<file path="src/oriented_box_point_collision_top_macros.svh">
`ifndef ORIENTED_BOX_POINT_COLLISION_TOP_MACROS_SVH
`define ORIENTED_BOX_POINT_COLLISION_TOP_MACROS_SVH

// condition holds at every edge out of reset
`define OBPC_ASSERT_ALWAYS(lbl, clk, rst_n, cond, msg) \
    lbl: assert property (@(posedge clk) disable iff (!rst_n) (cond)) else $error(msg);

// consequent holds in the same cycle
`define OBPC_ASSERT_IMP(lbl, clk, rst_n, ante, cons, msg) \
    lbl: assert property (@(posedge clk) disable iff (!rst_n) (ante) |-> (cons)) \
        else $error(msg);

// consequent holds in the next cycle
`define OBPC_ASSERT_NXT(lbl, clk, rst_n, ante, cons, msg) \
    lbl: assert property (@(posedge clk) disable iff (!rst_n) (ante) |=> (cons)) \
        else $error(msg);

`endif

</file>
<file path="src/obpc_pkg.sv">
package obpc_pkg;

    localparam int COORD_BITS = 32;
    localparam int ROAD_CAP   = 4096;
    localparam int OBS_CAP    = 4096;
    localparam int ROAD_AW    = $clog2(ROAD_CAP);
    localparam int OBS_AW     = $clog2(OBS_CAP);
    localparam int ROAD_CW    = $clog2(ROAD_CAP + 1);
    localparam int OBS_CW     = $clog2(OBS_CAP + 1);
    localparam int SCAN_CW    = (ROAD_CW > OBS_CW) ? ROAD_CW : OBS_CW;

    localparam int IN_COORD_W  = 32;
    localparam int HEAD_W      = 16;
    localparam int IDX_W       = 16;
    localparam int CMD_W       = 3;
    localparam int REG_W       = 16;
    localparam int APB_W       = 32;
    localparam int ADDR_W      = 5;
    localparam int IN_TDATA_W  = 2 * IN_COORD_W + HEAD_W + IDX_W;
    localparam int OUT_FIELD_W = 1 + IDX_W + 1;
    localparam int OUT_TDATA_W = ((OUT_FIELD_W + 7) / 8) * 8;

    localparam int Q_DEPTH = 2;
    localparam int Q_AW    = $clog2(Q_DEPTH);
    localparam int Q_CW    = $clog2(Q_DEPTH + 1);

    // fixed point datapath widths
    localparam int MUL_W  = 33;
    localparam int LEN_W  = 18;
    localparam int PROD_W = 50;
    localparam int OFS_W  = PROD_W + 1;
    localparam int CORN_W = COORD_BITS + 3;
    localparam int EDGE_W = 22;
    localparam int PD_W   = CORN_W + 1;
    localparam int XP_W   = EDGE_W + PD_W;
    localparam int QSHIFT = 30;

    localparam logic signed [MUL_W-1:0] SC1 = 33'sd1686629713;
    localparam logic signed [MUL_W-1:0] SC3 = 33'sd693598668;
    localparam logic signed [MUL_W-1:0] SC5 = 33'sd85569306;
    localparam logic signed [MUL_W-1:0] SC7 = 33'sd5026995;
    localparam logic signed [MUL_W-1:0] SC9 = 33'sd172274;
    localparam logic signed [MUL_W-1:0] Q30_ONE = 33'sd1073741824;
    localparam logic [14:0] QUARTER = 15'd16384;

    typedef enum logic [2:0] {
        CMD_CLR_ROAD  = 3'd0,
        CMD_CLR_OBS   = 3'd1,
        CMD_LOAD_ROAD = 3'd2,
        CMD_LOAD_OBS  = 3'd3,
        CMD_CHECK     = 3'd4,
        CMD_PATH      = 3'd5
    } t_cmd;

    typedef enum logic [2:0] {
        OP_NONE,
        OP_CLR_ROAD,
        OP_CLR_OBS,
        OP_LOAD_ROAD,
        OP_LOAD_OBS,
        OP_CHECK,
        OP_PATH
    } t_op;

    typedef enum logic [2:0] {
        REG_FRONT       = 3'd0,
        REG_SIDE        = 3'd1,
        REG_REAR_ROAD   = 3'd2,
        REG_REAR_OBS    = 3'd3,
        REG_MARGIN_ROAD = 3'd4,
        REG_MARGIN_OBS  = 3'd5,
        REG_MARGIN_ERR  = 3'd6
    } t_reg_idx;

    typedef enum logic [2:0] {
        ST_IDLE,
        ST_TRIG,
        ST_CPROD,
        ST_CORNER,
        ST_EDGE,
        ST_SCAN,
        ST_FIN
    } t_state;

    typedef struct packed {
        logic [REG_W-1:0] front_length;
        logic [REG_W-1:0] side_half_width;
        logic [REG_W-1:0] rear_length_road;
        logic [REG_W-1:0] rear_length_obstacle;
        logic [REG_W-1:0] margin_road;
        logic [REG_W-1:0] margin_obstacle;
        logic [REG_W-1:0] margin_error;
    } t_cfg;

    typedef struct packed {
        t_op                           op;
        logic signed [COORD_BITS-1:0]  pos_x;
        logic signed [COORD_BITS-1:0]  pos_y;
        logic [HEAD_W-1:0]             heading;
        logic [IDX_W-1:0]              pose_index;
    } t_item;

    typedef struct packed {
        logic  valid;
        t_item item;
    } t_queue_out;

endpackage

</file>
<file path="src/obpc_cfg.sv">
module obpc_cfg (
    input  logic                          i_clk,
    input  logic                          i_rst_n,
    input  logic                          psel,
    input  logic                          penable,
    input  logic                          pwrite,
    input  logic [obpc_pkg::ADDR_W-1:0]   paddr,
    input  logic [obpc_pkg::APB_W-1:0]    pwdata,
    output logic [obpc_pkg::APB_W-1:0]    prdata,
    output logic                          pready,
    output obpc_pkg::t_cfg                o_cfg
);

    obpc_pkg::t_cfg      r_cfg;
    obpc_pkg::t_reg_idx  w_idx;
    logic [obpc_pkg::REG_W-1:0] w_wd;
    logic [obpc_pkg::REG_W-1:0] w_rd;
    logic                w_wr;

    assign pready = 1'b1;
    assign w_idx  = obpc_pkg::t_reg_idx'(paddr[obpc_pkg::ADDR_W-1:2]);
    assign w_wd   = pwdata[obpc_pkg::REG_W-1:0];
    assign w_wr   = psel && penable && pwrite && pready;

    always_ff @(posedge i_clk) begin
        if (!i_rst_n) begin
            r_cfg <= '0;
        end else if (w_wr) begin
            case (w_idx)
                obpc_pkg::REG_FRONT:       r_cfg.front_length         <= w_wd;
                obpc_pkg::REG_SIDE:        r_cfg.side_half_width      <= w_wd;
                obpc_pkg::REG_REAR_ROAD:   r_cfg.rear_length_road     <= w_wd;
                obpc_pkg::REG_REAR_OBS:    r_cfg.rear_length_obstacle <= w_wd;
                obpc_pkg::REG_MARGIN_ROAD: r_cfg.margin_road          <= w_wd;
                obpc_pkg::REG_MARGIN_OBS:  r_cfg.margin_obstacle      <= w_wd;
                obpc_pkg::REG_MARGIN_ERR:  r_cfg.margin_error         <= w_wd;
                default: begin
                end
            endcase
        end
    end

    always_comb begin
        case (w_idx)
            obpc_pkg::REG_FRONT:       w_rd = r_cfg.front_length;
            obpc_pkg::REG_SIDE:        w_rd = r_cfg.side_half_width;
            obpc_pkg::REG_REAR_ROAD:   w_rd = r_cfg.rear_length_road;
            obpc_pkg::REG_REAR_OBS:    w_rd = r_cfg.rear_length_obstacle;
            obpc_pkg::REG_MARGIN_ROAD: w_rd = r_cfg.margin_road;
            obpc_pkg::REG_MARGIN_OBS:  w_rd = r_cfg.margin_obstacle;
            obpc_pkg::REG_MARGIN_ERR:  w_rd = r_cfg.margin_error;
            default:                   w_rd = '0;
        endcase
    end

    assign prdata = obpc_pkg::APB_W'(w_rd);
    assign o_cfg  = r_cfg;

endmodule

</file>
<file path="config.mk">
export PLATFORM = sky130hd
export DESIGN_NAME = obpc_cfg
export DESIGN_NICKNAME = d
export VERILOG_FILES = /design/src/oriented_box_point_collision_top_macros.svh /design/src/obpc_pkg.sv /design/src/obpc_cfg.sv
export SDC_FILE = /design/constraint.sdc
export NUM_CORES = 1
export LEC_CHECK = 0
export ABC_AREA = 1
export BUFFER_PORTS_ARGS = -buffer_cell sky130_fd_sc_hd__buf_2
export CAP_MARGIN = 20
export CORE_ASPECT_RATIO = 0.7
export CORE_MARGIN = 3
export CORE_UTILIZATION = 45
export DETAILED_ROUTE_END_ITERATION = 6
export PLACE_DENSITY = 0.74
export SYNTH_ARGS = -nofsm -noshare
export SYNTH_HDL_FRONTEND = slang
export SYNTH_SLANG_ARGS = --single-unit
</file>
<file path="constraint.sdc">
create_clock -name i_clk -period 1.6 [get_ports i_clk]
set_input_delay 0.08 -clock i_clk [delete_from_list [all_inputs] [get_ports i_clk]]
set_output_delay 0.08 -clock i_clk [all_outputs]
set_load 0.02 [all_outputs]
</file>
## Word-level counts from Yosys, hierarchy flattened

Cells that the tools add are included.

- Equality and inequality tests: 6
- Multiplexer cells: 1
- Reductions and logical operators: 10

Operator list:

| kind | number |
|---|---|
| one-hot mux 16 bit (7 select lines) | 1 |
| AND reduction 2 bit | 7 |
| equality test 3 bit (second input constant) | 3 |
| equality test 3 x 2 -> 1 bit (second input constant) | 2 |
| equality test 3 x 1 -> 1 bit (second input constant) | 1 |
| logical NOT 3 bit | 1 |
| logical AND 1 bit | 2 |

- Flip-flop bits (word level): 112
- Input bits: 42
- Output and inout port bits: 145
- Logic and storage cells: 24

## Depth between registers and ports, before layout

Gate-level depths: netlist of the first run.

- Depth in word-level cells: 3
- Depth in mapped cells: 8
- Gate-level depth less buffers: 6

## Worst setup path before layout of the first run

Ideal clock, no wire load.

- Path kind: input to output
- Start: in paddr[2] (netlist name)
- End: out prdata[11] (netlist name)
- Data arrival time: 996 ps
- Required time: 1520 ps
- Path slack: 524 ps
- Stages on the path: 7
- Buffers on the path: 2
- Path through: buf_4 -> inv_2 -> buf_1 -> nand4_1 -> nand2_1 -> nor2_1 -> nand2_1

- Cells in the longest elaborated chain, start to end: 2
- Elaborated cells on any way between the ends: 8
- Those cells by class: 6 x eq/ne; 1 x mux; 1 x reduce/logical

Ends and longest elaborated chain:

| element | line | source |
|---|---|---|
| start: declaration | obpc_cfg.sv:7 | `input logic [obpc_pkg::ADDR_W-1:0] paddr,` |
| equality test 3 bit (tied with other cells) | obpc_cfg.sv:44 | `case (w_idx)` |
| one-hot mux 16 bit (7 select lines) * | obpc_cfg.sv:44 |  |
| end: declaration | obpc_cfg.sv:9 | `output logic [obpc_pkg::APB_W-1:0] prdata,` |

Every way passes the cells marked *; elsewhere a longest branch is shown, timed or not.

## Worst setup path in the final report of the first run

- Start: reg r_cfg, in the netlist o_cfg[19]
- End: out prdata[3] (netlist name)

- Cells in the longest elaborated chain, start to end: 1

Ends and longest elaborated chain:

| element | line | source |
|---|---|---|
| start: declaration | obpc_cfg.sv:14 | `obpc_pkg::t_cfg r_cfg;` |
| one-hot mux 16 bit (7 select lines) | obpc_cfg.sv:44 |  |

No other way between the ends.

==> impl_metrics.py, run 1 <==
metrics = {
    "run_status": {
        "outcome": "completed",
    },
    "floorplan": {
        "die_y_um": 101,
        "die_w_um": 142,
        "start_util_pct": 46.5,
        "fp-row-count": 34,
        "top_level_ports": 187,
        "dieArea_sq_mm": 0.0143,
        "core-area_sq_mm": 0.0125,
    },
    "route": {
        "vias": 6311,
        "drtPass1Iterations": 6,
        "routed_wl_mm": 19.9,
        "wire_per_inst_um": 16.7,
        "ant_nets": 0,
        "viasPerCell": 5.29,
        "drc": 0,
        "first_iter_violations": 592,
    },
    "worst_setup_path": {
        "worstPathMaxFanout": 3,
        "crit_path_max_incr_delay_ns": 0.38,
        "r2r_setup_slack_ns": 0.90,
        "critical-path-top-cell-by-count": "nand2_1",
        "r2r-end": "o_cfg[66]",
        "cp-startpoint": "o_cfg[19]",
        "path_class": "flip-flop to output pin",
        "crit_slowest_cell": "dfxtp_1",
        "reg2reg_depth": 2,
        "cp.required_ns": 1.52,
        "critPathCaptureType": "output pin",
        "timing.rr.start": "o_cfg[66]",
        "startpoint_type": "flip-flop",
        "crit_chain": "nand4_1 -> nand2_1 -> nor2_1 -> nand2_1 -> buf_2",
        "cp-endpoint": "prdata[3]",
        "cp.arrival_ns": 1.43,
    },
    "sta": {
        "min_period_over_period_pct": 94.1,
        "finalWorstSetupSlack_ns": 0.0940,
        "fmax_mhz": 664,
        "fin_crit_ns": 1.51,
        "finalSetupTns_ns": 0,
        "rsz0062_at_grt": "no",
        "final-max-slew-violation-count": 0,
        "finalHoldViolations": 0,
        "worst_pin_slew_ns": 0.537,
        "maxSlewHeadroom_pct": 64.2,
        "fin_worst_skew_ns": 0,
        "finalSetupViolations": 0,
    },
    "clock_network": {
        "cts_setup_buffers": 0,
        "clk_latency_ns": 0.35,
        "cts_resized": 0,
        "clock-sinks": 112,
        "cts-buffers-inserted": 9,
        "clockBufferDepth": 2,
        "ctsHoldBuffers": 0,
        "clk_pin_slew_ns": 0.07,
        "cts_root_buf": "clkbuf_16",
        "htreeDepth": 3,
        "cts_tree": "built",
    },
    "layout": {
        "final_cell_mix": "272 x nor2_1, 244 x nand2_1, 151 x buf_2",
        "layout-drive-gt1-share_pct": 20.2,
        "areaGrowthSynthToFinish_pct": 17.7,
        "num_antenna_cells": 0,
        "fill_cells": 1274,
        "final_cell_area_sq_mm": 0.00684,
        "final_common_cell": "nor2_1",
        "largest_register_ffs": 112,
        "layout.nets": 1069,
    },
    "synth": {
        "synth_cell_types": 18,
        "synth_compound_area_share_pct": 0,
        "synthXorXnorAreaFrac_pct": 0,
        "syn_area_sq_mm": 0.00581,
        "synth.area.top_cells": "dfxtp_1 39%, nor2_1 18%, nand2_1 16%",
        "synthDominantCellAreaShare_pct": 38.6,
        "synth_top_family_by_area": "simple AND/OR/NAND/NOR gates",
        "seq_area_frac_synth_pct": 38.6,
        "postSynthCellCount": 909,
        "yosysWarnings": 0,
        "synth_mux_area_share_pct": 0,
        "syn_avg_cell_area_sq_um": 6.39,
        "synthSimpleGateAreaFrac_pct": 50.5,
        "synth_largest_area_cell": "dfxtp_1",
        "synthAdderAreaFrac_pct": 0,
        "ys_ff_latch": 112,
    },
    "placement": {
        "dpl-instance-area_sq_mm": 0.00656,
        "post-dp-hpwl_mm": 13.9,
        "dpl_worst_slack_ns": 0.161,
        "port_buffers": 151,
        "place_congestion": 0.912,
    },
    "power": {
        "peakVddDrop_v": 0.000533,
        "powerDensity_mw_per_mm2": 841,
        "p_leak_uw": 0.00343,
    },
    "global_route": {
        "grt_overflow": 0,
        "first_global_vias": 5124,
        "track_usage_pct": 27.1,
        "grt_first_pass_wirelength_mm": 29.5,
        "grt_max_degree": 113,
        "antenna_found_initial": 0,
    },
    "run": {
        "drv_cap": 0,
    },
    "hold_path": {
        "min_path_type": "primary input to flip-flop",
    },
}
[power breakdown]
| group | switching, uW | internal [uW] |
|---|---|---|
| clock network | 1030 | 1190 |
| registers | 32.7 | 2820 |
| logic | 496 | 172 |
| total | 1560 | 4190 |
[cell type report]
class,count,area [sq um],share of cell area (%)
multi-input cells,698,3000,43.8
flip-flops and latches,112,2240,32.8
inverters,36,135,1.98
well taps,162,203,2.96
clock inverters,4,47.5,0.695
repair buffers,170,986,14.4
clock buffers,10,229,3.35
[worst max-delay path, delay by kind of cell (launching register included)]
family	cells	cell delay (ns)
buffers and inverters	1	0.18
DFF	1	0.38
and+or+nand+nor	4	0.51
[per-stage QoR]
stage	hold slack [ns]	cells	power, uW	util (%)
global placement	0.488	1178	3570	52.5
CTS	0.208	1192	5740	54.7
floorplan	0.353	924	3400	-
detailed placement	0.488	1178	3570	52.5
global route	0.242	1192	5910	54.7
finish	0.206	1192	5750	54.7
[worst min-delay path by stage]
stage	from	end	slack, ns	cells after the start
final	pwdata[1]	o_cfg[17]	0.21	5
after global routing	pwdata[15]	o_cfg[63]	0.24	5
after CTS	pwdata[1]	o_cfg[17]	0.21	5
after detailed placement	o_cfg[57]	o_cfg[57]	0.49	2
after global placement	o_cfg[3]	o_cfg[3]	0.49	2
after floorplan	pwdata[0]	o_cfg[0]	0.35	4
[cells in the mapped netlist, drive strengths merged]
master,count
nand2,246
buf,67
conb,2
nor2,285
clkbuf,11
inv,36
dfxtp,112
nand4,48
nand3,102
[per-layer routing]
metal	vias to the layer above	part of all wire [%]	GRT usage (%)
met4	0	1.7	6.86
li1	3047	-	-
met2	378	41	37.7
met1	2863	44	41.6
met3	23	13	6.40
met5	-	0	0
[kinds of logic (layout without fill, tap and decap cells)]
kind of cell,count (synthesis),after routing
flops,112,112
buf+inv,114,220
simple gates,681,681
other cells,2,17
Power figures use the tool's default switching activity.
==> inputs of run 2 (changes only) <==
CELL_PAD_IN_SITES_DETAIL_PLACEMENT = 1   (was unset)
CELL_PAD_IN_SITES_GLOBAL_PLACEMENT = 1   (was unset)
CORE_MARGIN = unset   (was 3)
CORE_UTILIZATION = 37   (was 45)
PLACE_DENSITY = 0.87   (was 0.74)
==> run 2 against run 1 <==
Clock skew unchanged. Combinational power up 5.1%. Global-route usage up 1.5 points. Register-to-register slack worse by 0.03 ns. Total power about the same. Flip-flop and latch count unchanged. Clock-buffer cell count unchanged. Worst hold slack worse by 0.043 ns. Highest routed layer unchanged. Via count up 2.5%.
==> impl_metrics.py, run 2 (same netlist as run 1, synthesis figures left out) <==
metrics = {
    "run_status": {
        "outcome": "completed",
    },
    "route": {
        "viasPerCell": 5.26,
        "drc": 0,
        "vias": 6466,
        "wire_per_inst_um": 18.6,
        "first_iter_violations": 612,
        "ant_nets": 0,
        "routed_wl_mm": 22.8,
        "drtPass1Iterations": 5,
    },
    "placement": {
        "port_buffers": 151,
        "place_congestion": 0.888,
        "post-dp-hpwl_mm": 16.6,
        "dpl-instance-area_sq_mm": 0.00665,
    },
    "layout": {
        "largest_register_ffs": 112,
        "final_cell_mix": "272 x nor2_1, 244 x nand2_1, 150 x buf_2",
        "final_cell_area_sq_mm": 0.00692,
        "layout-drive-gt1-share_pct": 20.5,
        "areaGrowthSynthToFinish_pct": 19.1,
        "num_antenna_cells": 0,
        "layout.nets": 1071,
        "final_common_cell": "nor2_1",
    },
    "global_route": {
        "gr-usage-met2_pct": 41.7,
        "grt_use_met1_pct": 41.9,
        "grt_util_met3_pct": 6.26,
        "first_global_vias": 5911,
        "antenna_found_initial": 0,
        "grt_first_pass_wirelength_mm": 34.2,
        "track_usage_pct": 28.6,
        "grt_max_degree": 38,
        "top_usage_layer": "met1",
        "grt_overflow": 0,
    },
    "power": {
        "peakVddDrop_v": 0.000586,
        "finalPower_uw": 5760,
        "p_leak_uw": 0.00345,
        "powerDensity_mw_per_mm2": 832,
    },
    "sta": {
        "fin_crit_ns": 1.50,
        "finalSetupViolations": 0,
        "maxSlewHeadroom_pct": 62.7,
        "fmax_mhz": 667,
        "finalHoldViolations": 0,
        "holdWs_ns": 0.164,
        "min_period_over_period_pct": 93.8,
        "rsz0062_at_grt": "no",
        "fin_worst_skew_ns": 0,
        "worst_pin_slew_ns": 0.559,
        "final-max-slew-violation-count": 0,
        "finalSetupTns_ns": 0,
    },
    "worst_setup_path": {
        "cp-endpoint": "prdata[3]",
        "r2r-end": "o_cfg[36]",
        "critical-path-top-cell-by-count": "nand2_1",
        "crit_chain": "nand4_1 -> nand2_1 -> nor2_1 -> nand2_1 -> buf_2",
        "r2r_setup_slack_ns": 0.87,
        "cp.required_ns": 1.52,
        "path_class": "flip-flop to output pin",
        "crit_path_max_incr_delay_ns": 0.39,
        "reg2reg_depth": 2,
        "startpoint_type": "flip-flop",
        "critPathCaptureType": "output pin",
        "timing.rr.start": "o_cfg[36]",
        "crit_slowest_cell": "dfxtp_1",
        "cp-startpoint": "o_cfg[19]",
        "cp.arrival_ns": 1.42,
        "worstPathMaxFanout": 3,
    },
    "floorplan": {
        "die_y_um": 107,
        "fp-row-count": 37,
        "die_w_um": 152,
        "core-area_sq_mm": 0.0150,
        "dieArea_sq_mm": 0.0162,
        "start_util_pct": 38.7,
        "top_level_ports": 187,
    },
    "clock_network": {
        "cts_root_buf": "clkbuf_16",
        "cts_resized": 0,
        "cts-buffers-inserted": 9,
        "htreeDepth": 3,
        "clockBufferDepth": 2,
        "cts_setup_buffers": 0,
        "ctsHoldBuffers": 0,
        "clk_latency_ns": 0.35,
        "clock-sinks": 112,
        "clk_pin_slew_ns": 0.08,
        "cts_tree": "built",
    },
    "hold_path": {
        "min_path_type": "primary input to flip-flop",
    },
    "run": {
        "drv_cap": 0,
    },
}
[run 2: cell types whose count changed in the layout (fill, tap and decap cells not counted)]
cell / change
buf_4: +1
clkinv_4: +3
buf_2: -1
bufinv_16: -1
clkinvlp_4: -1
inv_6: +1
buf_12: +2
[run 2: final cells by class]
class                   instances  area, sq um
multi-input cells             698         3000
flip-flops and latches        112         2240
clock buffers                  10          229
repair buffers                172         1030
clock inverters                 6         45.0
well taps                     195          244
fillers                      2070         8080
inverters                      36          135
[run 2: how the worst min path moves through the flow]
stage,startpoint,end,slack (ns),cells past startpoint
floorplan,pwdata[0],o_cfg[0],0.35,4
global placement,o_cfg[7],o_cfg[7],0.49,2
detailed placement,o_cfg[42],o_cfg[42],0.49,2
CTS,i_rst_n,o_cfg[95],0.16,3
global route,i_rst_n,o_cfg[62],0.18,3
finish,i_rst_n,o_cfg[62],0.16,3
[run 2: where the power goes]
| part | total (uW) | internal (uW) | switching (uW) |
|---|---|---|---|
| Sequential | 2860 | 2820 | 34.9 |
| Combinational | 702 | 183 | 519 |
| Clock | 2200 | 1070 | 1130 |
[run 2: per-layer routing]
metal	vias up	part of all wire [%]
met5	-	0
met3	27	10
li1	3059	-
met2	302	44
met4	0	1.8
met1	3078	45
[run 2: through the flow]
step	instances	utilization [%]	worst slack [ns]
6_report	1229	46.1	0.0996
5_1_grt	1229	46.1	0.0257
4_1_cts	1229	46.1	0.119
3_5_place_dp	1213	44.3	0.185
3_3_place_gp	1213	44.3	0.233
2_1_floorplan	924	-	0.524
[run 2: critical path, delay by kind of cell, from the launching register on]
| family | cells | cell delay, ns |
|---|---|---|
| buf+inv | 1 | 0.16 |
| flops | 1 | 0.39 |
| simple gates | 4 | 0.50 |
==> inputs of run 3 (changes only) <==
CELL_PAD_IN_SITES_DETAIL_PLACEMENT = 0   (was 1)
CELL_PAD_IN_SITES_GLOBAL_PLACEMENT = 2   (was 1)
CORE_UTILIZATION = 28   (was 37)
==> run 3 against run 2 <==
Core utilization down 11 points. First-iteration DRC count up 17%. Sequential share of layout area is 0.58 points lower. Highest routed layer unchanged. Largest cell class unchanged.
==> impl_metrics.py, run 3 (same netlist as run 1, synthesis figures left out) <==
metrics = {
    "floorplan": {
        "die_y_um": 123,
        "top_level_ports": 187,
        "core-area_sq_mm": 0.0201,
        "fp-row-count": 43,
        "dieArea_sq_mm": 0.0213,
        "start_util_pct": 29.0,
        "die_w_um": 174,
    },
    "run_status": {
        "outcome": "completed",
    },
    "global_route": {
        "grt_overflow": 0,
        "antenna_found_initial": 0,
        "grt_first_pass_wirelength_mm": 35.0,
        "grt_max_degree": 65,
        "first_global_vias": 5485,
        "track_usage_pct": 22.5,
    },
    "power": {
        "combPwrFrac_pct": 12.1,
        "p_int_uw": 4230,
        "p_leak_uw": 0.00345,
        "powerDensity_mw_per_mm2": 842,
        "swShare_pct": 28.7,
        "pwr-share-seq_pct": 48.1,
        "power.net_switching_uw": 1700,
        "clockPowerShare_pct": 39.8,
        "peakVddDrop_v": 0.000559,
    },
    "placement": {
        "place_inst": 1286,
        "port_buffers": 151,
        "dpl-instance-area_sq_mm": 0.00675,
        "post-dp-hpwl_mm": 16.6,
        "place_congestion": 0.888,
        "dpl_worst_slack_ns": 0.189,
    },
    "route": {
        "wire_per_inst_um": 18.3,
        "drtPass1Iterations": 6,
        "first_iter_violations": 716,
        "drc": 0,
        "viasPerCell": 4.74,
        "routed_wl_mm": 23.8,
        "vias": 6165,
        "ant_nets": 0,
    },
    "worst_setup_path": {
        "r2r_setup_slack_ns": 0.92,
        "critPathCaptureType": "output pin",
        "critical-path-top-cell-by-count": "nand2_1",
        "r2r-end": "o_cfg[100]",
        "crit_slowest_cell": "dfxtp_1",
        "cp.arrival_ns": 1.45,
        "startpoint_type": "flip-flop",
        "crit_cells": 5,
        "cp.required_ns": 1.52,
        "crit_path_max_incr_delay_ns": 0.44,
        "timing.rr.start": "o_cfg[100]",
        "path_class": "flip-flop to output pin",
        "crit_chain": "nand4_1 -> nand2_1 -> nor2_1 -> nand2_1 -> buf_2",
        "reg2reg_depth": 2,
        "crit_family": "simple AND/OR/NAND/NOR gates",
        "worstPathMaxFanout": 3,
        "crit_buf_inv": 1,
    },
    "sta": {
        "fin_worst_skew_ns": 0,
        "finalWorstSetupSlack_ns": 0.0726,
        "maxSlewHeadroom_pct": 58.1,
        "fmax_mhz": 655,
        "worst_pin_slew_ns": 0.628,
        "finalSetupTns_ns": 0,
        "rsz0062_at_grt": "no",
        "final-max-slew-violation-count": 0,
        "finalHoldViolations": 0,
        "fin_crit_ns": 1.53,
        "min_period_over_period_pct": 95.5,
        "finalSetupViolations": 0,
    },
    "layout": {
        "areaGrowthSynthToFinish_pct": 21.3,
        "largest_register_ffs": 112,
        "final_cell_mix": "272 x nor2_1, 244 x nand2_1, 150 x buf_2",
        "layout-drive-gt1-share_pct": 20.3,
        "final_common_cell": "nor2_1",
        "final_cell_area_sq_mm": 0.00705,
        "fin_util_pct": 35.1,
        "layout.nets": 1069,
        "num_antenna_cells": 0,
        "finalNonFillerCells": 1302,
    },
    "clock_network": {
        "cts_tree": "built",
        "cts_setup_buffers": 0,
        "htreeDepth": 3,
        "clk_latency_ns": 0.36,
        "cts_resized": 0,
        "clock-sinks": 112,
        "ctsHoldBuffers": 0,
        "clk_pin_slew_ns": 0.08,
        "cts_root_buf": "clkbuf_16",
        "cts-buffers-inserted": 9,
        "clockBufferDepth": 2,
    },
    "hold_path": {
        "min_path_type": "primary input to flip-flop",
        "hp-start": "i_rst_n",
        "whs_path_depth": 3,
        "holdPathEnd": "o_cfg[109]",
    },
    "run": {
        "drv_cap": 0,
    },
}
run 3: final cells by class:
type,count,area (sq um)
flip-flops and latches,112,2240
clock buffers,10,229
fillers,2250,13000
inverters,36,135
well taps,270,338
multi-input cells,698,3000
repair buffers,170,1040
clock inverters,6,67.6
run 3: worst max path at each step:
| stage | startpoint | endpoint | slack (ns) |
|---|---|---|---|
| floorplan | paddr[2] | prdata[11] | 0.52 |
| global placement | paddr[3] | o_cfg[43] | 0.20 |
| detailed placement | paddr[3] | o_cfg[39] | 0.19 |
| CTS | o_cfg[22] | prdata[6] | 0.09 |
| global route | o_cfg[23] | prdata[7] | 0.004 |
| finish | o_cfg[65] | prdata[1] | 0.07 |
run 3: through the flow:
stage                     hold slack [ns]  total power, uW
final                               0.123             5940
after global placement              0.488             3630
after global routing                0.122             6150
after CTS                           0.112             5980
after detailed placement            0.491             3630
after floorplan                     0.353             3400
run 3: power by group through the flow:
stage	clock network (uW)	logic [uW]	registers [uW]
final	2360	715	2860
after global routing	2510	776	2860
after CTS	2410	708	2860
after detailed placement	0	708	2920
after global placement	0	702	2920
after floorplan	0	445	2950
run 3: worst register-to-register path, cell delays in order (launching register included):
cell,delay (ns)
dfxtp_1,0.44
nor2_1,0.07
nor2_1,0.11
run 3: layer usage:
layer  vias up  GRT usage, %  part of all wire [%]
met3        15          3.81                   8.2
met1      2830          36.0                    52
li1       3051             -                     -
met4         0          4.22                  0.93
met5         -             0                     0
met2       269          30.7                    39
