[src/oriented_box_point_collision_top_macros.svh]
`ifndef ORIENTED_BOX_POINT_COLLISION_TOP_MACROS_SVH
`define ORIENTED_BOX_POINT_COLLISION_TOP_MACROS_SVH

// condition holds at every edge out of reset
`define OBPC_ASSERT_ALWAYS(lbl, clk, rst_n, cond, msg) \
    lbl: assert property (@(posedge clk) disable iff (!rst_n) (cond)) else $error(msg);

// consequent holds in the same cycle
`define OBPC_ASSERT_IMP(lbl, clk, rst_n, ante, cons, msg) \
    lbl: assert property (@(posedge clk) disable iff (!rst_n) (ante) |-> (cons)) \
        else $error(msg);

// consequent holds in the next cycle
`define OBPC_ASSERT_NXT(lbl, clk, rst_n, ante, cons, msg) \
    lbl: assert property (@(posedge clk) disable iff (!rst_n) (ante) |=> (cons)) \
        else $error(msg);

`endif

[src/obpc_pkg.sv]
package obpc_pkg;

    localparam int COORD_BITS = 32;
    localparam int ROAD_CAP   = 4096;
    localparam int OBS_CAP    = 4096;
    localparam int ROAD_AW    = $clog2(ROAD_CAP);
    localparam int OBS_AW     = $clog2(OBS_CAP);
    localparam int ROAD_CW    = $clog2(ROAD_CAP + 1);
    localparam int OBS_CW     = $clog2(OBS_CAP + 1);
    localparam int SCAN_CW    = (ROAD_CW > OBS_CW) ? ROAD_CW : OBS_CW;

    localparam int IN_COORD_W  = 32;
    localparam int HEAD_W      = 16;
    localparam int IDX_W       = 16;
    localparam int CMD_W       = 3;
    localparam int REG_W       = 16;
    localparam int APB_W       = 32;
    localparam int ADDR_W      = 5;
    localparam int IN_TDATA_W  = 2 * IN_COORD_W + HEAD_W + IDX_W;
    localparam int OUT_FIELD_W = 1 + IDX_W + 1;
    localparam int OUT_TDATA_W = ((OUT_FIELD_W + 7) / 8) * 8;

    localparam int Q_DEPTH = 2;
    localparam int Q_AW    = $clog2(Q_DEPTH);
    localparam int Q_CW    = $clog2(Q_DEPTH + 1);

    // fixed point datapath widths
    localparam int MUL_W  = 33;
    localparam int LEN_W  = 18;
    localparam int PROD_W = 50;
    localparam int OFS_W  = PROD_W + 1;
    localparam int CORN_W = COORD_BITS + 3;
    localparam int EDGE_W = 22;
    localparam int PD_W   = CORN_W + 1;
    localparam int XP_W   = EDGE_W + PD_W;
    localparam int QSHIFT = 30;

    localparam logic signed [MUL_W-1:0] SC1 = 33'sd1686629713;
    localparam logic signed [MUL_W-1:0] SC3 = 33'sd693598668;
    localparam logic signed [MUL_W-1:0] SC5 = 33'sd85569306;
    localparam logic signed [MUL_W-1:0] SC7 = 33'sd5026995;
    localparam logic signed [MUL_W-1:0] SC9 = 33'sd172274;
    localparam logic signed [MUL_W-1:0] Q30_ONE = 33'sd1073741824;
    localparam logic [14:0] QUARTER = 15'd16384;

    typedef enum logic [2:0] {
        CMD_CLR_ROAD  = 3'd0,
        CMD_CLR_OBS   = 3'd1,
        CMD_LOAD_ROAD = 3'd2,
        CMD_LOAD_OBS  = 3'd3,
        CMD_CHECK     = 3'd4,
        CMD_PATH      = 3'd5
    } t_cmd;

    typedef enum logic [2:0] {
        OP_NONE,
        OP_CLR_ROAD,
        OP_CLR_OBS,
        OP_LOAD_ROAD,
        OP_LOAD_OBS,
        OP_CHECK,
        OP_PATH
    } t_op;

    typedef enum logic [2:0] {
        REG_FRONT       = 3'd0,
        REG_SIDE        = 3'd1,
        REG_REAR_ROAD   = 3'd2,
        REG_REAR_OBS    = 3'd3,
        REG_MARGIN_ROAD = 3'd4,
        REG_MARGIN_OBS  = 3'd5,
        REG_MARGIN_ERR  = 3'd6
    } t_reg_idx;

    typedef enum logic [2:0] {
        ST_IDLE,
        ST_TRIG,
        ST_CPROD,
        ST_CORNER,
        ST_EDGE,
        ST_SCAN,
        ST_FIN
    } t_state;

    typedef struct packed {
        logic [REG_W-1:0] front_length;
        logic [REG_W-1:0] side_half_width;
        logic [REG_W-1:0] rear_length_road;
        logic [REG_W-1:0] rear_length_obstacle;
        logic [REG_W-1:0] margin_road;
        logic [REG_W-1:0] margin_obstacle;
        logic [REG_W-1:0] margin_error;
    } t_cfg;

    typedef struct packed {
        t_op                           op;
        logic signed [COORD_BITS-1:0]  pos_x;
        logic signed [COORD_BITS-1:0]  pos_y;
        logic [HEAD_W-1:0]             heading;
        logic [IDX_W-1:0]              pose_index;
    } t_item;

    typedef struct packed {
        logic  valid;
        t_item item;
    } t_queue_out;

endpackage

[src/obpc_front.sv]
module obpc_front (
    input  logic                              i_clk,
    input  logic                              i_rst_n,
    input  logic                              i_valid,
    output logic                              o_ready,
    input  logic [obpc_pkg::CMD_W-1:0]        i_cmd,
    input  logic [obpc_pkg::IN_COORD_W-1:0]   i_pos_x,
    input  logic [obpc_pkg::IN_COORD_W-1:0]   i_pos_y,
    input  logic [obpc_pkg::HEAD_W-1:0]       i_heading,
    input  logic [obpc_pkg::IDX_W-1:0]        i_pose_index,
    input  logic                              i_pop,
    output obpc_pkg::t_queue_out              o_q
);

    obpc_pkg::t_item            r_q [obpc_pkg::Q_DEPTH];
    logic [obpc_pkg::Q_AW-1:0]  r_wp;
    logic [obpc_pkg::Q_AW-1:0]  r_rp;
    logic [obpc_pkg::Q_CW-1:0]  r_cnt;
    obpc_pkg::t_item            w_item;
    logic                       w_push;
    logic                       w_pop;

    // sort the command into an operation
    always_comb begin
        w_item.pos_x      = i_pos_x[obpc_pkg::COORD_BITS-1:0];
        w_item.pos_y      = i_pos_y[obpc_pkg::COORD_BITS-1:0];
        w_item.heading    = i_heading;
        w_item.pose_index = i_pose_index;
        case (obpc_pkg::t_cmd'(i_cmd))
            obpc_pkg::CMD_CLR_ROAD:  w_item.op = obpc_pkg::OP_CLR_ROAD;
            obpc_pkg::CMD_CLR_OBS:   w_item.op = obpc_pkg::OP_CLR_OBS;
            obpc_pkg::CMD_LOAD_ROAD: w_item.op = obpc_pkg::OP_LOAD_ROAD;
            obpc_pkg::CMD_LOAD_OBS:  w_item.op = obpc_pkg::OP_LOAD_OBS;
            obpc_pkg::CMD_CHECK:     w_item.op = obpc_pkg::OP_CHECK;
            obpc_pkg::CMD_PATH:      w_item.op = obpc_pkg::OP_PATH;
            default:                 w_item.op = obpc_pkg::OP_NONE;
        endcase
    end

    assign o_ready = (r_cnt != obpc_pkg::Q_CW'(obpc_pkg::Q_DEPTH));
    assign w_push  = i_valid && o_ready;
    assign w_pop   = i_pop && (r_cnt != '0);

    always_ff @(posedge i_clk) begin
        if (!i_rst_n) begin
            r_wp  <= '0;
            r_rp  <= '0;
            r_cnt <= '0;
        end else begin
            if (w_push) begin
                r_wp <= r_wp + 1'b1;
            end
            if (w_pop) begin
                r_rp <= r_rp + 1'b1;
            end
            if (w_push && !w_pop) begin
                r_cnt <= r_cnt + 1'b1;
            end else if (w_pop && !w_push) begin
                r_cnt <= r_cnt - 1'b1;
            end
        end
    end

    always_ff @(posedge i_clk) begin
        if (w_push) begin
            r_q[r_wp] <= w_item;
        end
    end

    assign o_q.valid = (r_cnt != '0);
    assign o_q.item  = r_q[r_rp];

endmodule

[config.mk]
export PLATFORM = sky130hd
export DESIGN_NAME = obpc_front
export DESIGN_NICKNAME = d
export VERILOG_FILES = /design/src/oriented_box_point_collision_top_macros.svh /design/src/obpc_pkg.sv /design/src/obpc_front.sv
export SDC_FILE = /design/constraint.sdc
export NUM_CORES = 1
export LEC_CHECK = 0
export ABC_AREA = 1
export BUFFER_PORTS_ARGS = -buffer_cell sky130_fd_sc_hd__buf_2
export CAP_MARGIN = 20
export CORE_ASPECT_RATIO = 0.8
export CORE_MARGIN = 2
export CORE_UTILIZATION = 47
export DETAILED_ROUTE_END_ITERATION = 8
export MAX_ROUTING_LAYER = met4
export PLACE_DENSITY_LB_ADDON = 0.2
export SLEW_MARGIN = 20
export SYNTH_ARGS = -nofsm -noshare
export SYNTH_HDL_FRONTEND = slang
export SYNTH_SLANG_ARGS = --single-unit
[constraint.sdc]
create_clock -name i_clk -period 5.61 [get_ports i_clk]
set_input_delay 0 -clock i_clk [delete_from_list [all_inputs] [get_ports i_clk]]
set_output_delay 0 -clock i_clk [all_outputs]
set_load 0.05 [all_outputs]
[Yosys cells after proc, flatten, opt, wreduce, memory -nomap -nowiden]
Memory sizes are Yosys's and may differ from the RTL's. A register that Yosys moved wholly into a read port is not among the register bits.
Cells that the tools add are included.
Storage, ports and cells
  register bits after elaboration: 4
  memory bits (writable): 198
  bits of input ports: 103
  memories kept: 1
Memory list
  r_q: depth 2, bits a word 99, rd ports 1, clocked after memory_dff 1, wr ports 1, RTL line obpc_front.sv:15  | obpc_pkg::t_item r_q [obpc_pkg::Q_DEPTH];
Cells by class
  add/subtract/negate cells: 4
  equality and inequality tests: 6
  muxes and demuxes: 7
  reductions and logical operators: 9
Operators with widths (count)
  $pmux 3 s6: 1
  $eq 3x2->1 const B: 2
  $eq 3x3->1 const B: 2
  $logic_and 1x1->1: 4
  $mux 1: 4
  $mux 2: 2
  $reduce_bool 2->1: 2
  $eq 3x1->1 const B: 1
  $logic_not 3->1: 1
  $add 1x1->1 const B: 2
  $add 2x1->2 const B: 1
  $logic_not 1->1: 2
  $ne 2x2->1 const B: 1
  $sub 2x1->2 const B: 1

[Depth between registers and ports, before layout]
Gate-level depths: netlist of run 1.
  word-level depth: 6
  mapped depth: 11
  depth with buffers taken out: 11

[Worst setup path before layout of run 1]
No wires, ideal clock.
  kind: register to register
  from: register r_cnt[0] in the netlist's numbering
  to: memory r_q[0][0] in the netlist's numbering (enable)
  library setup time: 0.558 ns
  arrival time: 5.093 ns
  path slack: -0.041 ns
  cell stages (with the launch flop): 5
  clock period less this slack: 5.651 ns
  cell sequence: dfxtp_1 inv_1 nand2_1 nand2_1 nor2_1
On the way
  cells in the longest elaborated chain, start to end: 4
RTL lines
  start, declared: RTL line obpc_front.sv:18  | logic [obpc_pkg::Q_CW-1:0] r_cnt;
  start signal, assigned: RTL line obpc_front.sv:57  | r_cnt <= r_cnt + 1'b1;
  start signal, assigned: RTL line obpc_front.sv:59  | r_cnt <= r_cnt - 1'b1;
  $ne 2x2->1: RTL line obpc_front.sv:40  | assign o_ready = (r_cnt != obpc_pkg::Q_CW'(obpc_pkg::Q_DEPTH));
  net o_ready: RTL line obpc_front.sv:5  | output logic o_ready,
  $logic_and 1x1->1: RTL line obpc_front.sv:41  | assign w_push = i_valid && o_ready;
  $mux 1: RTL line obpc_front.sv:65  | if (w_push) begin
  $mux 1 (implied by the code): RTL line obpc_front.sv:66  | r_q[r_wp] <= w_item;
  end, declared: RTL line obpc_front.sv:15
The timed path passes the listed nets, and every way through them passes these cells.

==> results of run 1 <==
==> sequential cells by signal, indices dropped and copies added, names as in the netlist, named ones only <==
| name | flops |
|---|---|
| r_q | 198 |
| r_cnt | 2 |
| r_rp | 1 |
| r_wp | 1 |
==> where the power goes <==
part | switching, W | internal, W
Clock | 0.000510 | 0.000722
Combinational | 0.00114 | 0.000463
Sequential | 0.0000741 | 0.00192
Total | 0.00172 | 0.00311
==> layer usage <==
layer  vias to the layer above  share of wire (%)
li1                       2015                  -
met1                      2065                 45
met2                       166                 47
met3                        25                6.4
met4                         0                1.9
met5                         -                  0
==> cell families (layout without fill, tap and decap cells) <==
group                    after synthesis  in the layout
buffers and inverters                 21            356
AND/OR/NAND/NOR                       24             24
adder cells (fa/ha/maj)                1              1
AO/OA/AOI/OAI                          6              6
multiplexers                          99             99
flip-flops                           203            203
==> metrics by stage <==
| step | setup TNS (ps) | std cells | setup slack [ps] | power, W | hold WS, ps |
|---|---|---|---|---|---|
| global route | 0 | 904 | 2820 | 0.00504 | 104 |
| detailed placement | 0 | 766 | 3440 | 0.00358 | 191 |
| finish | 0 | 904 | 2980 | 0.00483 | 59.7 |
| CTS | 0 | 904 | 2910 | 0.00488 | 34.9 |
| floorplan | -8100 | 354 | -40.9 | 0.00326 | 98.9 |
| global placement | 0 | 766 | 3460 | 0.00355 | 188 |
==> cells in the mapped netlist, drive strengths merged <==
| master | instances |
|---|---|
| edfxtp | 198 |
| mux2 | 99 |
| nand2 | 12 |
| buf | 11 |
| inv | 10 |
| nor2 | 10 |
| dfxtp | 5 |
| o21ai | 3 |
| a21oi | 2 |
| ha | 1 |
| nand3 | 1 |
| nand4 | 1 |
| o21a | 1 |
==> layout make-up <==
cell class	count	area, um2	area share, %
Timing Repair Buffer	312	2090	20.2
Clock buffer	23	533	5.14
Multi-Input combinational cell	130	1310	12.6
Inverter	10	37.5	0.362
Sequential cell	203	6050	58.4
Tap cell	215	269	2.60
Clock inverter	11	73.8	0.712
==> worst max-delay path: cells and delay by family (launching register included) <==
family | cells | cell delay (ps)
multiplexers | 1 | 430
buffers and inverters | 2 | 1040
flip-flops | 1 | 630
==> repair_timing <==
action	4_1_cts	5_1_grt
endpoints found under the hold margin	203	0
gates resized for setup	0	0
hold buffers	104	0
==> final timing paths <==
kind                   end  cells after the start  startpoint  slack, ps
setup / recovery   o_q[57]                      3    register       2980
hold / removal        r_wp                      5     i_valid         60
setup reg to reg  register                      6    r_cnt[1]       3650
hold reg to reg       r_rp                      2        r_rp        510
==> flow_results.org, run 1 <==
** Clocking
- CTS built an H-tree with a depth of 1.
- CTS root buffer :: sky130_fd_sc_hd__clkbuf_16
- Buffers inserted during clock tree synthesis total 21.
- Clock transition time at the flip-flop clock pins of the worst setup and hold paths :: ~60 ps
- The clock passes through at most 3 buffers.
- Clock tree from TritonCTS :: done
- Total setup buffers inserted after CTS :: 0
- Counting every sink on the clock net gives roughly 200.
- Later-pin clock latency in the skew report :: between 400 and 500 ps

** Global route
- The layer flagged by global routing as most heavily used is met2.
- Met2 capacity usage during global routing :: between 20% and 30%
- Summed over all layers, the global routing overflow is 0.
- Initial antenna violation count :: 0
- Met3 track demand over resource :: between 3 and 4%
- Global routing used 21.8% of the available met1 tracks.
- Number of global-route vias before repair :: ~4.3k
- First-pass GRT wire length :: approximately 21,000 um
- Global routing consumed, over all layers together, between 10% and 20% of the routing resources.
- Largest net degree at the start of global routing :: 67

** Logic synthesis
- Fraction of synthesized cell area in xor and xnor cells :: 0%
- Arithmetic-cell share of the synthesized area counting full adders, half adders and majority gates :: less than 1%
- Combinational family with the most area after synthesis :: multiplexers
- Leading area contributor after synthesis :: sky130_fd_sc_hd__edfxtp_1
- The cell count after synthesis came out at 354.
- The number of nets in the synthesized netlist is 458.
- Library cells used by synthesis :: 15
- The mapped netlist covers between 7000 and 8000 um2.
- Post-synth top area share :: between 70 and 80%
- Summing the areas of all and, or, nand and nor instances in the mapped netlist gives under 10% of the synthesized area.
- Ranked by total cell area, the synthesized netlist is headed by sky130_fd_sc_hd__edfxtp_1, sky130_fd_sc_hd__mux2_2, sky130_fd_sc_hd__mux2_4.
- Compound-cell area share of the yosys netlist :: 0.437%
- Synth warnings :: 0
- Number of register bits inferred by synthesis :: ~200
- Multiplexer fraction of the synthesized cell area :: between 10% and 20%
- Seq/Total Area, Yosys :: between 80% and 90%
- Synthesized area per cell :: roughly 21 um2

** Floorplan
- Initial core utilization :: roughly 48%
- The core region is about 16,000 um2.
- From bottom edge to top edge, the die measures around 120 um.
- Std-Cell Rows :: roughly 40
- Die width :: ~140 um
- Total I/O pin count :: ~200
- The die covers 16,900 um2.

** Timing
- The number of hold-slack violations in the final timing report is 0.
- The count of pins over their slew limit was 0.
- In this run the tightest slew margin relative to its limit is 36.0%.
- Transition time of the tightest slew-check pin :: about 960 ps
- Setup repair after global routing missed its margin :: no
- Final period utilization :: a little under half
- Setup violations remaining at the end of the flow were counted as 0.
- Clock skew after layout :: about 15 ps
- The clock period could shrink to approximately 2600 ps.
- Timing would allow up to ~380 MHz.

** Drt
- Mean number of vias per cell :: 4.72
- Number of remaining DRC errors :: 0
- In this run the remaining antenna-violating nets after routing total 0.
- Sum of routed wire length over all layers :: about 15,000 um
- Violation count after the first detailed-route iteration :: 184
- Detailed routing inserted a total of 4,271 vias.
- Routed length per instance :: ~16 um
- The first detailed-routing pass took 5 iterations.

** Setup path
- For the worst setup path, the data arrival time is around 2600 ps.
- The largest single stage delay on the critical path is roughly 830 ps.
- Worst path cell trace :: buf_4, mux2_2, buf_2
- Category of the critical setup timing path :: reg2out
- Critical path data required time :: around 5600 ps
- The worst setup path is launched from a register.
- The worst setup path is captured at an output pin.
- Crit path max fanout :: 66
- Slowest cell on the critical path :: sky130_fd_sc_hd__buf_4

** Placed design
- The congestion estimate from routability-driven global placement came to ~0.74.
- The HPWL after detailed placement is between 8000 and 9000 um.
- Placement-stage cell area :: 8720 um2
- Number of input and output port buffers inserted :: a little over 200

** Cells and area
- Area overhead of the layout relative to synthesis :: 39.1%
- Number of diodes :: 0
- For this run, the share of the core covered by cells in the final layout is roughly two thirds.
- After routing the design area is 10,400 um2.
- In the final design database the tool counted 782 nets.
- Most common cell after layout, fill and taps aside :: sky130_fd_sc_hd__buf_2
- After filler insertion, the fill cell instance count of the layout stands at roughly 1.1k.
- Layout cell share with drive strength beyond 1 :: roughly half
- The top cell types in the final layout, fill and taps aside, are sky130_fd_sc_hd__buf_2, sky130_fd_sc_hd__edfxtp_1, sky130_fd_sc_hd__dlygate4sd3_1.

** Outcome
- Run status :: completed

** Power and ir drop
- IR analysis of the VDD net gives a maximum drop of between 0.3 and 0.4 mV.
- The analysis attributes to cell leakage a power of 3.96 nW.
- For this design the ratio of total power to cell area is about 470 nW/um2.

** Run
- Reported max-cap violation count :: 0

** Hold path
- The tightest min-delay check is of the in2reg type.
(Power assumes the default switching activity.)
==> run 2, diff against run 1 <==
clock period = 2.2 ns   (was 5.61 ns; I/O delays follow)
==> flow_results.org, run 2 (synthesis results as in run 1) <==
** Cells and area
- Commonest non-fill, non-tap cells in the layout :: sky130_fd_sc_hd__buf_2, sky130_fd_sc_hd__edfxtp_1, sky130_fd_sc_hd__dlygate4sd3_1
- The register with the most flip-flops in the layout has between 150 and 200 of them.
- After the last flow step, the layout net total stands at 782.
- The library cell used most frequently in the layout, excluding fill and tap cells, is sky130_fd_sc_hd__buf_2.
- Biggest regs :: r_q x198, r_cnt x2
- Number of diodes :: 0
- The layout has 1,081 filler cells.
- Biggest register :: r_q
- The multi-input combinational cells in the finished layout cover a total of between 1000 and 1500 um2.
- Cells with a size suffix above 1 make up between 40% and 50% of the layout.
- Summing all flip-flop and latch instances after layout gives approximately 6000 um2.
- From synthesis to final layout, the design area changed by 41.3%.

** Placed design
- Port buffering added 203 buffers.
- Detailed-placement wirelength estimate :: approximately 9000 um
- Routability cong. :: 0.773
- Worst-case setup slack after placement :: ~600 ps

** Power and ir drop
- The internal portion of the total power is slightly above 0.008 W.
- The analysis attributes to cell leakage a power of about 4.0 nW.
- The worst-case IR drop observed on VDD is slightly below 0.8 mV.
- The analysis attributes to net switching a power of 0.00449 W.
- PD cells :: 1200 nW/um2
- Of the total power, the clock network draws 26.5%.
- Share of power burned in combinational logic :: about 34%
- Of the total power, the share spent switching nets is a little over a third.
- Per report_power, the sequential group accounts for roughly two fifths of the total.
- Power comes to between 0.01 and 0.015 W.

** Global route
- Initial antenna violation count :: 0
- Entering global routing, the biggest net connects between 50 and 60 pins.
- Across every metal layer, demand over resource in global routing totals 17.3%.
- Number of global-route vias before repair :: about 4.4k
- Global-route congestion overflow total :: 0
- The first global-routing pass estimated around 22,000 um of wire.

** Setup path
- Cells on worst reg2reg path :: 5
- For the worst setup path, the data required time is 2200 ps.
- Crit Reg-Reg Startpoint :: r_cnt[0]
- At the worst endpoint, the arrival time is ~1900 ps.
- Startpoint types :: register
- Setup slack of the worst register-to-register path :: between 500 and 600 ps
- The critical path ends at o_q[0].
- Category of the critical setup timing path :: reg2out
- The worst setup path is captured at an output pin.
- Critical register-to-register path endpoint :: r_q[0][55]
- Crit path max fanout :: 43

** Drt
- Drt first pass iters :: 4
- Routed length per instance :: ~16 um
- In the routed layout, each cell is associated on average with a via count of about 4.7.
- The count of nets left with antenna violations once routing finished came out at 0.
- Sum of routed wire length over all layers :: roughly 15,000 um
- For this run, design rule violations remaining after detail routing come to 0.
- After the first detailed-routing iteration, the DRC count stood at roughly 130.
- Across all layers, the routed design uses roughly 4.3k vias.

** Clocking
- The later pin in the worst-skew pair is clocked with a latency of 490 ps.
- The longest clock path from root to sink contains 3 buffers.
- CTS root buffer :: sky130_fd_sc_hd__clkbuf_16
- Buffers inserted to repair hold after CTS numbered approximately 100.
- The number of clock buffers added by TritonCTS is 21.
- The clock drives between 200 and 250 sinks.
- TritonCTS built the clock tree.
- In this run the number of H-tree levels came out at 1.
- Total setup buffers inserted after CTS :: 0
- Clock transition time at the flip-flop clock pins of the worst setup and hold paths :: approximately 60 ps
- Number of instances resized during post-cts repair :: 0

** Timing
- Between clock sinks in the finished design, the worst skew comes to roughly 22 ps.
- At the pin with the least slew margin, the transition time is around 410 ps.
- Normalized max-slew margin :: 72.9%
- Setup violations remaining at the end of the flow were counted as 0.
- Final worst setup slack :: between 300 and 400 ps
- The count of pins over their slew limit came to 0.
- The final critical path takes up 84.4% of the cycle.
- Final Hold Vio Count :: 0
- Setup repair after global routing left no endpoint under its margin.
- Timing would allow up to between 500 and 600 MHz.
- Subtracting the final worst setup slack from the clock period gives between 1500 and 2000 ps.

** Floorplan
- Row generation in the floorplan step produced roughly 40 rows.
- After floorplanning, the core was sized to cover between 15,000 and 20,000 um2.
- Die width :: between 100 and 150 um
- The initial utilization of the core area, before any placement, comes to 47.6%.
- Die span in y :: 117 um
- Die Footprint :: approximately 17,000 um2
- During I/O placement, the number of pins put on the boundary was 204.

** Hold path
- The worst hold path belongs to the class in2reg.
- Along the worst hold path, the cell count comes to 2.

** Outcome
- Run status :: completed

** Run
- Max-cap violations in this run came to 0.
run 2: cell count changes in the layout (fill, tap and decap cells not counted), moves of 2 or more:
| cell | previous run | this run |
|---|---|---|
| sky130_fd_sc_hd__clkbuf_1 | 2 | 4 |
| sky130_fd_sc_hd__buf_4 | 5 | 0 |
| sky130_fd_sc_hd__clkinv_1 | 7 | 4 |
| sky130_fd_sc_hd__nand2_1 | 12 | 10 |
| sky130_fd_sc_hd__nand2_8 | 0 | 2 |
| sky130_fd_sc_hd__buf_12 | 0 | 6 |
run 2: metrics by stage:
| stage | hold slack [ps] | instance area, um2 | setup TNS [ps] | std cells | utilization (%) |
|---|---|---|---|---|---|
| 2_1_floorplan | 98.9 | 7500 | -55700 | 354 | - |
| 3_3_place_gp | 187 | 8830 | 0 | 767 | 56.5 |
| 3_5_place_dp | 191 | 8830 | 0 | 767 | 56.5 |
| 4_1_cts | 206 | 10500 | 0 | 906 | 67.2 |
| 5_1_grt | 221 | 10500 | 0 | 906 | 67.2 |
| 6_report | 229 | 10500 | 0 | 906 | 67.2 |
run 2: critical path, stage by stage, from the launching register on:
cell and delay, ps:
sky130_fd_sc_hd__dfxtp_4 440, sky130_fd_sc_hd__buf_12 270, sky130_fd_sc_hd__mux2_2 390, sky130_fd_sc_hd__buf_2 210
run 2: per-layer routing:
| metal | up-vias | track usage, % | part of all wire (%) |
|---|---|---|---|
| li1 | 2027 | - | - |
| met1 | 2070 | 21.8 | 43 |
| met4 | 0 | 4.66 | 2.3 |
| met3 | 29 | 3.73 | 6.2 |
| met5 | - | - | 0 |
| met2 | 161 | 28.7 | 49 |
run 2: how the worst min path moves through the flow:
stage | end | from
2_1_floorplan | r_q[0][0] | i_pose_index[0]
3_3_place_gp | r_q[1][32] | i_pos_y[0]
3_5_place_dp | r_q[0][28] | i_heading[12]
4_1_cts | r_q[1][28] | i_heading[12]
5_1_grt | r_q[1][36] | i_pos_y[4]
6_report | r_q[0][45] | i_pos_y[13]
run 2: layout make-up:
class                   instances  area share, %
flip-flops and latches        203           57.5
repair buffers                312           20.6
multi-input cells             130           12.7
clock buffers                  26           5.27
well taps                     215           2.56
clock inverters                10          0.963
inverters                      10          0.381
run 2: power by group through the flow:
stage / sequential (W) / combinational, W / clock, W
2_1_floorplan: 0.00509 / 0.00322 / 0
3_3_place_gp: 0.00510 / 0.00409 / 0
3_5_place_dp: 0.00513 / 0.00412 / 0
4_1_cts: 0.00505 / 0.00428 / 0.00345
5_1_grt: 0.00509 / 0.00447 / 0.00360
6_report: 0.00505 / 0.00425 / 0.00336
==> run 3, diff against run 2 <==
clock period = 1.67 ns   (was 2.2 ns; I/O delays follow)
==> flow_results.org, run 3 (synthesis results as in run 1) <==
** Outcome
- The run finished, with violations left.
- The checks that failed: negative setup slack.

** Setup path
- For the worst setup path, the data required time is 1670 ps.
- In this run the critical register-to-register path is captured at r_cnt[1].
- Cells on worst reg2reg path :: 8
- Crit path max fanout :: 8
- Worst EP arrival :: approximately 1700 ps
- Setup slack of the worst register-to-register path :: 180 ps
- In this run the critical register-to-register path is launched from r_cnt[1].
- Critical Path End Type :: output pin
- Startpoint types :: register
- The worst setup path is of the reg2out kind.

** Cells and area
- In the layout the commonest cells are sky130_fd_sc_hd__edfxtp_1, sky130_fd_sc_hd__buf_2, sky130_fd_sc_hd__dlygate4sd3_1.
- At the end of the flow, the number of nets in the layout was around 800.
- Layout cell share with drive strength beyond 1 :: 50.7%
- The register with the most flip-flops in the layout has ~200 of them.
- The largest registers in the layout are r_q x198, r_cnt x2.
- Area overhead of the layout relative to synthesis :: 53.6%
- The register with the most flip-flops in the final layout is r_q.
- Leaving out fill and tap cells, the most frequent cell in the layout is sky130_fd_sc_hd__edfxtp_1.
- The number of antenna diodes in the final layout is 0.

** Drt
- The pre-antenna-repair detailed-routing pass consisted of 5 iterations.
- For this block, the routed nets add up to 16,700 um of wire.
- Routed length per instance :: between 15 and 20 um
- The final route contains roughly 4.4k vias.
- Number of nets with antenna violations after detailed routing :: 0
- Using the TritonRoute via totals, the vias-per-cell ratio works out to about 4.8.
- In this run, the number of DRC markers left after iteration 0 of detailed routing was about 180.
- Number of remaining DRC errors :: 0

** Placed design
- The count of buffers added on input and output ports is 203.
- Summed over all nets, the half-perimeter wirelength after detailed placement is slightly above 9000 um.
- Routability-driven placement finished with a final weighted congestion of 0.789.

** Clocking
- For this design, the sink count on the clock tree is between 200 and 250.
- Clock tree from TritonCTS :: done
- CTS Buf Count :: 21
- Clock transition time at the flip-flop clock pins of the worst setup and hold paths :: approximately 60 ps
- Later-pin clock latency in the skew report :: about 500 ps
- CTS root buffer :: sky130_fd_sc_hd__clkbuf_16
- Number of H-tree levels :: 1
- The clock passes through at most 3 buffers.

** Timing
- For this run, the top clock speed supported by timing is just under 600 MHz.
- Clock skew after layout :: 10.9 ps
- Setup TNS after final layout :: -757 ps
- Setup repair after global routing could not meet its margin everywhere.
- Worst hold margin :: between 200 and 250 ps
- The count of pins over their slew limit came to 0.
- Setup violations remaining at the end of the flow were counted as 59.
- After layout, the worst path uses 103% of the clock period.
- Across all setup checks in the final design, the least slack found is -46.6 ps.
- Final Hold Vio Count :: 0
- Normalized max-slew margin :: about four fifths
- Transition time of the tightest slew-check pin :: about 320 ps
- Crit path time final :: approximately 1700 ps

** Hold path
- The worst hold path was traced through 2 stages.
- End point of the worst hold path :: r_q[1][28]
- Worst Hold Launch :: i_heading[12]
- Min-delay worst type :: in2reg

** Floorplan
- Initial core utilization :: 47.6%
- In this run the horizontal extent of the chip is ~140 um.
- Std-Cell Rows :: 41
- Area inside the core boundary :: 15,600 um2
- Die span in y :: roughly 120 um
- The die covers between 15,000 and 20,000 um2.
- Total I/O pin count :: 204

** Global route
- The number of antenna violations at the first check in global routing was 0.
- Largest net degree at the start of global routing :: 55
- Number of global-route vias before repair :: approximately 4.7k
- First-pass GRT wire length :: 23,100 um
- Overall fraction of global-route tracks in use :: between 15 and 20%
- Global-route congestion overflow total :: 0

** Power and ir drop
- PD cells :: approximately 1600 nW/um2
- Static leakage :: 4.40 nW
- Largest vdd supply drop :: 1.37 mV

** Run
- Across the run, the number of max-cap violations was 0.
==> run 3: cell type report <==
cell class / instances / area (um2)
inverter: 10 / 40.0
fill: 952 / 4210
timing repair buffer: 325 / 3000
sequential: 203 / 6050
tap: 215 / 269
clock inverter: 11 / 108
clock buffer: 27 / 568
multi-input combinational: 130 / 1400
==> run 3: per-stage QoR <==
step	cells	utilization (%)	worst slack (ps)	total power [W]	cell area (um2)
floorplan	354	-	-821	0.0110	7500
global placement	768	56.6	299	0.0121	8850
detailed placement	768	56.6	196	0.0122	8850
CTS	912	71.0	-78.7	0.0178	11100
global route	921	73.1	-88.7	0.0190	11400
finish	921	73.1	-46.6	0.0183	11400
==> run 3: where the power goes <==
part           switching (W)  total [W]  internal (W)  leakage [nW]
combinational        0.00429    0.00711       0.00282          2.18
clock                0.00181    0.00452       0.00271         0.333
sequential          0.000207    0.00665       0.00644          1.89
total                0.00630     0.0183        0.0120          4.40
==> run 3: how the worst max path moves through the flow <==
stage                  start         end
floorplan           r_cnt[0]   r_q[0][0]
global placement    r_cnt[0]  r_q[0][73]
detailed placement  r_cnt[1]    r_cnt[1]
CTS                 register      o_q[0]
global route        register     o_q[78]
finish              register     o_q[50]
==> run 3: routing by layer <==
metal  global-route usage [%]  part of all wire (%)  vias to the layer above  wire length (um)
met5                        -                     0                        -                 0
met4                     4.53                   1.9                        0               313
met3                     5.62                   7.5                       28              1260
met2                     31.5                    51                      161              8470
met1                     21.5                    40                     2151              6680
li1                         -                     -                     2067                 -
==> run 3: timing repair <==
item                                    CTS  global route
gates cloned                              0             7
setup buffers                             3             2
endpoints found under the setup margin   85            95
resized for setup                       170            48
endpoints found under the hold margin   203             0
hold buffers                            103             0
==> run 3: critical path, stage by stage, from the launching register on <==
cell and delay (ps):
sky130_fd_sc_hd__dfxtp_4 370, sky130_fd_sc_hd__buf_12 160, sky130_fd_sc_hd__clkbuf_16 190, sky130_fd_sc_hd__mux2_2 350, sky130_fd_sc_hd__buf_6 160
